## config.mk

```make
export PLATFORM = sky130hd
export DESIGN_NAME = utf8_decoder_latin1_fallback_top
export DESIGN_NICKNAME = d
export VERILOG_FILES = /design/src/rtl/u8dl_pkg.sv /design/src/rtl/u8dl_front.sv /design/src/rtl/u8dl_fifo.sv /design/src/rtl/u8dl_back.sv /design/src/rtl/utf8_decoder_latin1_fallback_top.sv
export SDC_FILE = /design/constraint.sdc
export NUM_CORES = 1
export LEC_CHECK = 0
export ABC_AREA = 1
export ABC_CLOCK_PERIOD_IN_PS = 5650
export BUFFER_PORTS_ARGS = -buffer_cell sky130_fd_sc_hd__clkbuf_2
export CORE_MARGIN = 3
export CORE_UTILIZATION = 46
export CTS_CLUSTER_DIAMETER = 200
export DETAILED_ROUTE_END_ITERATION = 12
export PLACE_DENSITY_LB_ADDON = 0.12
export SYNTH_ARGS = -nofsm -noshare
export SYNTH_HDL_FRONTEND = slang
export SYNTH_SLANG_ARGS = --single-unit
```

## constraint.sdc

```tcl
create_clock -name clk -period 5.65 [get_ports clk]
set_input_delay 0.2825 -clock clk [delete_from_list [all_inputs] [get_ports clk]]
set_output_delay 0.2825 -clock clk [all_outputs]
set_load 0.02 [all_outputs]
```

## src/rtl/u8dl_pkg.sv

```systemverilog
// Shared types and constants for the UTF-8 decoder with Latin-1 fallback.
// No dependencies.
package u8dl_pkg;

    localparam int unsigned WIN_DEPTH = 4;
    localparam int unsigned CNT_W     = 3;
    localparam int unsigned CP_W      = 21;

    localparam logic [1:0]      CONT_TAG = 2'b10;
    localparam logic [CP_W-1:0] TAB_CODE = 21'h00009;
    localparam logic [CP_W-1:0] TAB_REPL = 21'h02007;

    typedef logic [CNT_W-1:0] count_t;

    typedef struct packed {
        logic [CP_W-1:0] code_point;
        logic            final_char;
    } result_t;

endpackage

```

## src/rtl/u8dl_front.sv

```systemverilog
// Front end: lookahead window, byte intake and one code point decode per cycle while the queue has room.
// Depends on u8dl_pkg.
module u8dl_front (
    input  logic               clk,
    input  logic               rst_n,
    input  logic               in_valid,
    output logic               in_ready,
    input  logic [7:0]         data_byte,
    input  logic               end_of_text,
    output logic               push_valid,
    input  logic               push_ready,
    output u8dl_pkg::result_t  push_data
);
    import u8dl_pkg::*;

    logic [7:0] win_reg   [WIN_DEPTH];
    logic [7:0] win_next  [WIN_DEPTH];
    logic [7:0] shifted   [WIN_DEPTH];
    logic [7:0] c         [WIN_DEPTH];
    count_t     count_reg;
    count_t     count_next;
    logic       flush_reg;
    logic       flush_next;

    count_t          len;
    count_t          good;
    count_t          used;
    count_t          remain;
    count_t          base_count;
    logic [CP_W-1:0] cp;
    logic            do_dec;
    logic            dec_fire;
    logic            accept;
    logic            last_out;

    // decode from the front of the window; slots past the fill read as zero
    always_comb
    begin
        for (int i = 0; i < WIN_DEPTH; i++)
        begin
            c[i] = (CNT_W'(i) < count_reg) ? win_reg[i] : 8'h00;
        end

        case (c[0]) inside
            8'b110?????: len = 3'd2;
            8'b1110????: len = 3'd3;
            8'b11110???: len = 3'd4;
            default:     len = 3'd1;
        endcase

        good = 3'd1 + {2'b00, c[1][7:6] == CONT_TAG}
                    + {2'b00, c[2][7:6] == CONT_TAG}
                    + {2'b00, c[3][7:6] == CONT_TAG};
        used = (len <= good) ? len : 3'd1;

        case (used)
            3'd2:    cp = {10'b0, c[0][4:0], c[1][5:0]};
            3'd3:    cp = {5'b0, c[0][3:0], c[1][5:0], c[2][5:0]};
            3'd4:    cp = {c[0][2:0], c[1][5:0], c[2][5:0], c[3][5:0]};
            default: cp = {13'b0, c[0]};
        endcase
        if (cp == TAB_CODE)
        begin
            cp = TAB_REPL;
        end

        remain = count_reg - used;
    end

    always_comb
    begin
        shifted = win_reg;
        case (used)
            3'd1:
            begin
                shifted[0] = win_reg[1];
                shifted[1] = win_reg[2];
                shifted[2] = win_reg[3];
            end
            3'd2:
            begin
                shifted[0] = win_reg[2];
                shifted[1] = win_reg[3];
            end
            3'd3:
            begin
                shifted[0] = win_reg[3];
            end
            default:
            begin
                shifted = win_reg;
            end
        endcase
    end

    assign do_dec   = (count_reg == CNT_W'(WIN_DEPTH)) || (flush_reg && (count_reg != '0));
    assign dec_fire = do_dec && push_ready;
    assign in_ready = !flush_reg && ((count_reg != CNT_W'(WIN_DEPTH)) || push_ready);
    assign accept   = in_valid && in_ready;
    assign last_out = flush_reg && (remain == '0);

    assign push_valid = do_dec;
    assign push_data  = {cp, last_out};

    always_comb
    begin
        win_next   = win_reg;
        base_count = count_reg;
        if (dec_fire)
        begin
            win_next   = shifted;
            base_count = remain;
        end
        count_next = base_count;
        if (accept)
        begin
            win_next[base_count[1:0]] = data_byte;
            count_next                = base_count + 3'd1;
        end

        flush_next = flush_reg;
        if (accept && end_of_text)
        begin
            flush_next = 1'b1;
        end
        else if (dec_fire && last_out)
        begin
            flush_next = 1'b0;
        end
    end

    always_ff @(posedge clk or negedge rst_n)
    begin
        if (!rst_n)
        begin
            count_reg <= '0;
            flush_reg <= 1'b0;
        end
        else
        begin
            count_reg <= count_next;
            flush_reg <= flush_next;
        end
    end

    always_ff @(posedge clk)
    begin
        win_reg <= win_next;
    end

`ifndef SYNTH
    a_count_bound: assert property (@(posedge clk) disable iff (!rst_n)
        count_reg <= CNT_W'(WIN_DEPTH))
        else $error("window count overflow");

    a_final_ends_flush: assert property (@(posedge clk) disable iff (!rst_n)
        (dec_fire && last_out) |=> (!flush_reg && (count_reg == '0)))
        else $error("final request left bytes behind");

    a_flush_blocks_input: assert property (@(posedge clk) disable iff (!rst_n)
        (accept && end_of_text) |=> !in_ready)
        else $error("input taken during flush");
`endif

endmodule

```

## src/rtl/u8dl_fifo.sv

```systemverilog
// Short request queue between decoder front end and output stage.
// Depends on u8dl_pkg.
module u8dl_fifo #(
    parameter int unsigned DEPTH = 2
) (
    input  logic               clk,
    input  logic               rst_n,
    input  logic               push_valid,
    output logic               push_ready,
    input  u8dl_pkg::result_t  push_data,
    output logic               pop_valid,
    input  logic               pop_ready,
    output u8dl_pkg::result_t  pop_data
);
    import u8dl_pkg::*;

    localparam int unsigned PTR_W = (DEPTH > 1) ? $clog2(DEPTH) : 1;
    localparam int unsigned FIL_W = $clog2(DEPTH + 1);

    result_t           mem_reg [DEPTH];
    logic [PTR_W-1:0]  wr_ptr_reg;
    logic [PTR_W-1:0]  wr_ptr_next;
    logic [PTR_W-1:0]  rd_ptr_reg;
    logic [PTR_W-1:0]  rd_ptr_next;
    logic [FIL_W-1:0]  fill_reg;
    logic [FIL_W-1:0]  fill_next;
    logic              do_push;
    logic              do_pop;

    assign push_ready = (fill_reg != FIL_W'(DEPTH));
    assign pop_valid  = (fill_reg != '0);
    assign pop_data   = mem_reg[rd_ptr_reg];
    assign do_push    = push_valid && push_ready;
    assign do_pop     = pop_valid && pop_ready;

    always_comb
    begin
        wr_ptr_next = wr_ptr_reg;
        rd_ptr_next = rd_ptr_reg;
        fill_next   = fill_reg;
        if (do_push)
        begin
            wr_ptr_next = (wr_ptr_reg == PTR_W'(DEPTH - 1)) ? '0 : wr_ptr_reg + 1'b1;
        end
        if (do_pop)
        begin
            rd_ptr_next = (rd_ptr_reg == PTR_W'(DEPTH - 1)) ? '0 : rd_ptr_reg + 1'b1;
        end
        if (do_push && !do_pop)
        begin
            fill_next = fill_reg + 1'b1;
        end
        else if (do_pop && !do_push)
        begin
            fill_next = fill_reg - 1'b1;
        end
    end

    always_ff @(posedge clk or negedge rst_n)
    begin
        if (!rst_n)
        begin
            wr_ptr_reg <= '0;
            rd_ptr_reg <= '0;
            fill_reg   <= '0;
        end
        else
        begin
            wr_ptr_reg <= wr_ptr_next;
            rd_ptr_reg <= rd_ptr_next;
            fill_reg   <= fill_next;
        end
    end

    always_ff @(posedge clk)
    begin
        if (do_push)
        begin
            mem_reg[wr_ptr_reg] <= push_data;
        end
    end

endmodule

```

## src/rtl/u8dl_back.sv

```systemverilog
// Output stage: registered request toward the consumer.
// Depends on u8dl_pkg.
module u8dl_back (
    input  logic               clk,
    input  logic               rst_n,
    input  logic               pop_valid,
    output logic               pop_ready,
    input  u8dl_pkg::result_t  pop_data,
    output logic               out_valid,
    input  logic               out_ready,
    output logic [20:0]        code_point,
    output logic               final_char
);
    import u8dl_pkg::*;

    logic    out_valid_reg;
    logic    out_valid_next;
    result_t out_data_reg;
    logic    load;

    assign pop_ready  = !out_valid_reg || out_ready;
    assign load       = pop_valid && pop_ready;
    assign out_valid  = out_valid_reg;
    assign code_point = out_data_reg.code_point;
    assign final_char = out_data_reg.final_char;

    always_comb
    begin
        out_valid_next = out_valid_reg;
        if (load)
        begin
            out_valid_next = 1'b1;
        end
        else if (out_ready)
        begin
            out_valid_next = 1'b0;
        end
    end

    always_ff @(posedge clk or negedge rst_n)
    begin
        if (!rst_n)
        begin
            out_valid_reg <= 1'b0;
        end
        else
        begin
            out_valid_reg <= out_valid_next;
        end
    end

    always_ff @(posedge clk)
    begin
        if (load)
        begin
            out_data_reg <= pop_data;
        end
    end

endmodule

```

## src/rtl/utf8_decoder_latin1_fallback_top.sv

```systemverilog
// Top level of the UTF-8 decoder with Latin-1 fallback.
// Depends on u8dl_pkg, u8dl_front, u8dl_fifo, u8dl_back.
//
// channel  handshake             payload
// -------  --------------------  --------------------------------
// in       in_valid / in_ready   data_byte[7:0], end_of_text
// out      out_valid / out_ready code_point[20:0], final_char
//
// One byte per cycle in steady state while the queue has room; a full window is offered
// for decode in the cycle after it fills. After an end_of_text byte the window drains
// at one code point per cycle while the queue has room, and in_ready stays low until
// the final request is queued. A request passes front decode, queue, output register.
// rst_n clears the window fill, flush flag, queue and output valid; window bytes
// are not reset. Either side may stall; QUEUE_DEPTH requests buffer between them.
module utf8_decoder_latin1_fallback_top #(
    parameter int unsigned QUEUE_DEPTH = 2
) (
    input  logic        clk,
    input  logic        rst_n,
    input  logic        in_valid,
    output logic        in_ready,
    input  logic [7:0]  data_byte,
    input  logic        end_of_text,
    output logic        out_valid,
    input  logic        out_ready,
    output logic [20:0] code_point,
    output logic        final_char
);
    import u8dl_pkg::*;

    logic    push_valid;
    logic    push_ready;
    result_t push_data;
    logic    pop_valid;
    logic    pop_ready;
    result_t pop_data;

    u8dl_front u_front (
        .clk         (clk),
        .rst_n       (rst_n),
        .in_valid    (in_valid),
        .in_ready    (in_ready),
        .data_byte   (data_byte),
        .end_of_text (end_of_text),
        .push_valid  (push_valid),
        .push_ready  (push_ready),
        .push_data   (push_data)
    );

    u8dl_fifo #(
        .DEPTH (QUEUE_DEPTH)
    ) u_fifo (
        .clk        (clk),
        .rst_n      (rst_n),
        .push_valid (push_valid),
        .push_ready (push_ready),
        .push_data  (push_data),
        .pop_valid  (pop_valid),
        .pop_ready  (pop_ready),
        .pop_data   (pop_data)
    );

    u8dl_back u_back (
        .clk        (clk),
        .rst_n      (rst_n),
        .pop_valid  (pop_valid),
        .pop_ready  (pop_ready),
        .pop_data   (pop_data),
        .out_valid  (out_valid),
        .out_ready  (out_ready),
        .code_point (code_point),
        .final_char (final_char)
    );

endmodule

```

==> Word-level counts from Yosys, hierarchy flattened <==
Memories as Yosys holds them, arrays and structs flattened. A register that Yosys moved wholly into a read port is not among the register bits.
Index checks and enable logic that the tools add are counted.
{ "totals": {"reg_bits": 41, "ram_bits": 44, "wordCells": 96, "n_memories": 1} }
{ "op_classes": {"n_addsub": 9, "magnitude_cmp": 7, "eq_ne": 14, "mux": 30, "bitwise_logic": 1, "reduce_logical": 24} }
{ "mem_list": {"columns": ["name", "words", "width", "read_ports", "rd_ports_with_merged_regs", "wr", "line", "rtl"], "rows": [
  ["u_fifo.mem_reg", 2, 22, 1, 1, 1, "u8dl_fifo.sv:20", "result_t mem_reg [DEPTH];"]
]} }
{ "ops": {"columns": ["op", "n"], "rows": [
  ["32-bit 2-to-1 mux", 2],
  ["21-bit one-hot mux with 3 select lines", 1],
  ["8-bit 2-to-1 mux", 6],
  ["32-bit bitwise mux", 1],
  ["8-bit one-hot mux with 3 select lines", 1],
  ["21-bit by 4-bit == test with 1-bit output (second input constant)", 1],
  ["21-bit 2-to-1 mux", 1],
  ["3-bit 2-to-1 mux", 6],
  ["8-bit demux with 2-bit select", 1],
  ["8-bit one-hot mux with 2 select lines", 1],
  ["1-bit logical AND", 11],
  ["3-bit == test (second input constant)", 3],
  ["1-bit 2-to-1 mux", 8],
  ["2-bit nonzero test", 4],
  ["3-bit by 1-bit adder with 3-bit output", 2],
  ["2-bit == test (second input constant)", 3],
  ["3-bit by 2-bit == test with 1-bit output (second input constant)", 2],
  ["1-bit by 3-bit < comparator with 1-bit output (first input constant)", 2],
  ["2-bit by 3-bit < comparator with 1-bit output (first input constant)", 2],
  ["5-bit == test (second input constant)", 1],
  ["4-bit == test (second input constant)", 1],
  ["1-bit zero test", 4],
  ["2-bit 2-to-1 mux", 2],
  ["3-bit by 1-bit adder with 3-bit output (second input constant)", 1],
  ["15 further kinds", 18]
]} }

==> Longest topological paths before layout <==
{ "depth": {"ltp_word": 17, "depth_mapped": 26, "ltp_nobuf": 24} }

==> Cells and area by module <==
Synthesis repeated with hierarchy kept, for this count alone.
{ "unflattened": {"cells_unflattened": 593, "hier_area_um2": 5516.5} }
{ "by_module_without_submodules": {"columns": ["mod", "n_inst", "cells_per_inst", "area_per_inst_um2", "seq_area_each_um2"], "rows": [
  ["u8dl_front", 1, 422, 2986.6, 820.8],
  ["u8dl_fifo", 1, 143, 1824.2, 1421.4],
  ["u8dl_back", 1, 28, 705.7, 685.7]
]} }

==> Worst setup path before layout <==
No wires, ideal clock.
{ "synth_path": {"path_kind": "reg2reg", "startpoint": "register u_front.count_reg[1]", "endpoint": "register u_front.win_reg[22] (netlist name)", "arrival_time_ps": 4432, "slack_ps": 1140, "path_stages_with_launch": 24, "path_buffers": 2, "path_cell_list": "dfrtp_1 inv_1 o21ai_0 nand2_1 fa_1 inv_1 ha_1 inv_1 ha_1 a21oi_1 nand2_1 nand2_1 buf_4 o21ai_0 ha_1 inv_1 fa_1 o21ai_0 ha_1 inv_1 nor2_1 clkbuf_1 a31oi_1 a32oi_1"} }
{ "synth_lines": {"columns": ["item", "line", "rtl"], "rows": [
  ["from (decl)", "u8dl_front.sv:20", "count_t count_reg;"],
  ["from (signal assigned)", "u8dl_front.sv:141", "count_reg <= count_next;"],
  ["to (signal assigned)", "u8dl_front.sv:148", "win_reg <= win_next;"],
  ["to (decl)", "u8dl_front.sv:16", "logic [7:0] win_reg [WIN_DEPTH];"]
]} }

==> Final worst setup path <==
{ "layout_path": {"startpoint": "register u_front.count_reg[2]", "endpoint": "register u_front.win_reg, in the netlist u_front.shifted[5], enable pin"} }
{ "layout_via": {"elab_chain_cells": 17} }
{ "layout_lines": {"columns": ["item", "line", "rtl"], "rows": [
  ["1-bit by 3-bit < comparator with 1-bit output", "u8dl_front.sv:41", "c[i] = (CNT_W'(i) < count_reg) ? win_reg[i] : 8'h00;"],
  ["8-bit 2-to-1 mux", "u8dl_front.sv:41", null],
  ["2-bit == test or 5-bit == test (tied branches)", null, null],
  ["1-bit by 1-bit adder with 2-bit output or 3-bit 2-to-1 mux (tied branches)", "u8dl_front.sv:51, u8dl_front.sv:44", null],
  ["3-bit by 1-bit adder with 3-bit output or 3-bit 2-to-1 mux (tied branches)", "u8dl_front.sv:52, u8dl_front.sv:44", null],
  ["3-bit by 1-bit adder with 3-bit output or 3-bit 2-to-1 mux (tied branches)", "u8dl_front.sv:53, u8dl_front.sv:44", null],
  ["3-bit less-or-equal comparator", "u8dl_front.sv:54", "used = (len <= good) ? len : 3'd1;"],
  ["3-bit 2-to-1 mux", "u8dl_front.sv:54", null],
  ["3-bit subtractor", "u8dl_front.sv:67", "remain = count_reg - used;"],
  ["3-bit 2-to-1 mux", "u8dl_front.sv:109", "if (dec_fire)"],
  ["2-bit inverter with 3-bit output (not written as such)", "u8dl_front.sv:117", "win_next[base_count[1:0]] = data_byte;"],
  ["3-bit >= comparator (not written as such) or 3-bit by 1-bit < comparator with 1-bit output (tied branches)", "u8dl_front.sv:117", null],
  ["1-bit logical AND (not written as such)", "u8dl_front.sv:117", null],
  ["8-bit 2-to-1 mux (not written as such)", "u8dl_front.sv:117", null],
  ["8-bit demux with 2-bit select", "u8dl_front.sv:117", null],
  ["32-bit bitwise mux", "u8dl_front.sv:117", null],
  ["32-bit 2-to-1 mux (*)", "u8dl_front.sv:115", "if (accept)"]
]} }
Every way passes the cells marked *; elsewhere a longest branch is shown, timed or not.
A chain may end at the register's enable or synchronous reset.

==> results.toml <==
[sta]
slew_headroom_pct = 23.2
period_share_pct = 88.3
tns_ps = 0
setup_viol = 0
report.final.slew_viol_count = 0
worst_pin_slew_ps = 1150
min_period_ps = 4990
max_freq_ghz = 0.200
hold_viol = 0
fin_worst_skew_ps = 7.22
rsz0062_at_grt = "false"

[synth]
ys.flop_type = "edfxtp_1"
yosys_warnings = 0
ys_ff_latch = 107
synth-xor-area-share_pct = 1.27
synth_fa_ha_area_share_pct = 2.98
synthArstFlopShare_pct = 8.41
yosys-top-cells-area = "edfxtp_1, nand2_1, dfxtp_1, inv_1, nor2_1"
syn_area_sq_um = 5540
synth_top_family_by_area = "simple AND/OR/NAND/NOR gates"
yosysTopAreaCellShare_pct = 40.1
synth-compound-area-share_pct = 8.70
synth_top_cell_by_area = "edfxtp_1"
synth_seq_area_share_pct = 52.9
synth-simple-area-share_pct = 25.8
synth_mux_area_share_pct = 0
synth_cell_types = 41
syn_nets = 646
postSynthAreaPerCell_sq_um = 8.91
syn_inst = 621
synth_edf_count = 74
synth_common_cells = "nand2_1, inv_1, nor2_1, edfxtp_1, o21ai_0"
yosysMostFrequentCell = "nand2_1"

[routing]
vias_per_cell = 5.22
drc = 0
avgRoutedWirePerCell_um = 15.8
first_pass_iters = 5
via_count = 4185
drtIter0Drc = 364
wl_um = 12700
ant_nets = 0

[critical_path]
ff2ff_path_depth = 21
cp.arrival_ps = 5060
crit_fanout = 11
critPathLaunchType = "register"
crit_type = "reg -> reg"
cp-end-kind = "register"
r2r_start = "u_front.count_reg[2]$_DFF_PN0_"
required_ps = 5720
r2r_end = "u_front.shifted[5]$_DFFE_PP_"
r2r_slack_ps = 660

[hold_path]
hold-path-cell-count = 2
hold_start = "out_ready"
hold_class = "in -> reg"
hold_end = "u_back.out_valid$_DFFE_PN0P_"

[job]
max_cap_violations = 0

[clock_tree]
worstSkewPairLatency_ps = 350
cts_resized = 0
htree_levels = 3
cts_buffers = 9
cts_sinks = 107
ctsRootBufferMaster = "clkbuf_16"
post_cts_buffers = 0
tritoncts = "built"
hold_buffers = 1
clk_path_buf_depth = 2
clkSlewWorstSetupHoldPaths_ps = 70

[grt]
grt.total_usage_pct = 20.7
grt_pass1_wl_um = 21000
grt_pass1_vias = 4033
overflow = 0
grt_max_degree = 25
antenna_found_initial = 0

[cells_and_area]
final_nets = 678
fillers = 1100
finalNonFillerCells = 801
antenna_cells = 0
syn_to_final_growth_pct = 10.5
drive_gt1_share_pct = 13.2
largest_reg_flops = 44

[floorplan]
die_h_um = 116
core_area_sq_um = 11600
dieArea_sq_um = 13400
die_w_um = 116
initial_core_util_pct = 47.9
core.rowCount = 39
pin_count = 37

[placement]
io_buffer_count = 36
place_congestion = 0.917
hpwl_um = 9500
dp_cells = 784

[outcome]
status = "completed"
[layer usage]
metal / track usage [%] / part of all wire [%] / vias up / routed length (um)
met1: 25.7 / 44 / 1945 / 5570
met3: 3.76 / 4.0 / 25 / 502
li1: - / - / 2101 / -
met2: 35.0 / 49 / 114 / 6170
met5: 0 / 0 / - / 0
met4: 9.67 / 3.3 / 0 / 420
[worst max-delay path, stage by stage, from the launching register on]
cell     delay, ps
dfrtp_1        620
inv_1          130
o21ai_0        170
nand2_1        120
fa_1           370
inv_1           60
ha_1           130
inv_1           40
ha_1           300
a21oi_1        150
nand2_1         70
nand2_1         50
buf_4          230
o21ai_0        260
ha_1           270
inv_1           70
fa_1           430
o21ai_0        390
inv_1          120
ha_1           210
nand2_1        260
inv_1          230
[worst max path at each step]
| stage | from | endpoint | slack [ps] | cells after the start |
|---|---|---|---|---|
| after floorplan | u_front.count_reg[1]$_DFF_PN0_ | u_front.win_reg[22]$_DFF_P_ | 1140 | 23 |
| after global placement | u_front.count_reg[2]$_DFF_PN0_ | u_front.shifted[2]$_DFFE_PP_ | 930 | 21 |
| after detailed placement | u_front.count_reg[1]$_DFF_PN0_ | u_front.shifted[7]$_DFFE_PP_ | 650 | 21 |
| after CTS | u_front.count_reg[1]$_DFF_PN0_ | u_front.shifted[5]$_DFFE_PP_ | 630 | 21 |
| after global routing | u_front.count_reg[2]$_DFF_PN0_ | u_front.shifted[5]$_DFFE_PP_ | 210 | 21 |
| final | u_front.count_reg[2]$_DFF_PN0_ | u_front.shifted[5]$_DFFE_PP_ | 660 | 21 |
[cell type report]
type / instances / area [sq um] / area share, %
clock buffers: 9 / 225 / 3.68
multi-input cells: 404 / 2160 / 35.2
well taps: 143 / 179 / 2.92
clock inverters: 7 / 73.8 / 1.21
repair buffers: 40 / 213 / 3.48
inverters: 91 / 344 / 5.62
flip-flops and latches: 107 / 2930 / 47.9
[cell usage in the layout, fill, tap and decap left out, types with 5 or more instances in the layout]
cell,n
clkbuf_2,36
nand3_1,20
nand2_2,5
a31oi_1,19
inv_1,86
clkbuf_16,9
ha_1,10
dfrtp_1,9
o22ai_1,8
nor2_1,77
dfxtp_1,24
edfxtp_1,74
a211oi_1,5
a32oi_1,8
xor2_1,6
o21ai_0,28
nand2_1,173
nand4_1,6
[kinds of logic (layout without fill, tap and decap cells)]
| family | count (synthesis) | in the layout |
|---|---|---|
| simple gates | 306 | 306 |
| buf+inv | 110 | 147 |
| flops | 107 | 107 |
| compound gates | 78 | 78 |
| fa+ha+maj | 12 | 12 |
| xor+xnor | 8 | 8 |
[through the flow]
stage          hold slack, ps  utilization, %  setup slack [ps]  cell area (sq um)
2_1_floorplan           -13.1               -              1140               5540
3_3_place_gp              153            50.2               934               5810
3_5_place_dp              161            50.2               655               5810
4_1_cts                   103            52.9               633               6120
5_1_grt                   127            52.9               210               6120
6_report                  116            52.9               660               6120
Power is left out: the tool's default activity adds up to more than one toggle a clock period on the data nets, which glitch-free logic cannot reach.
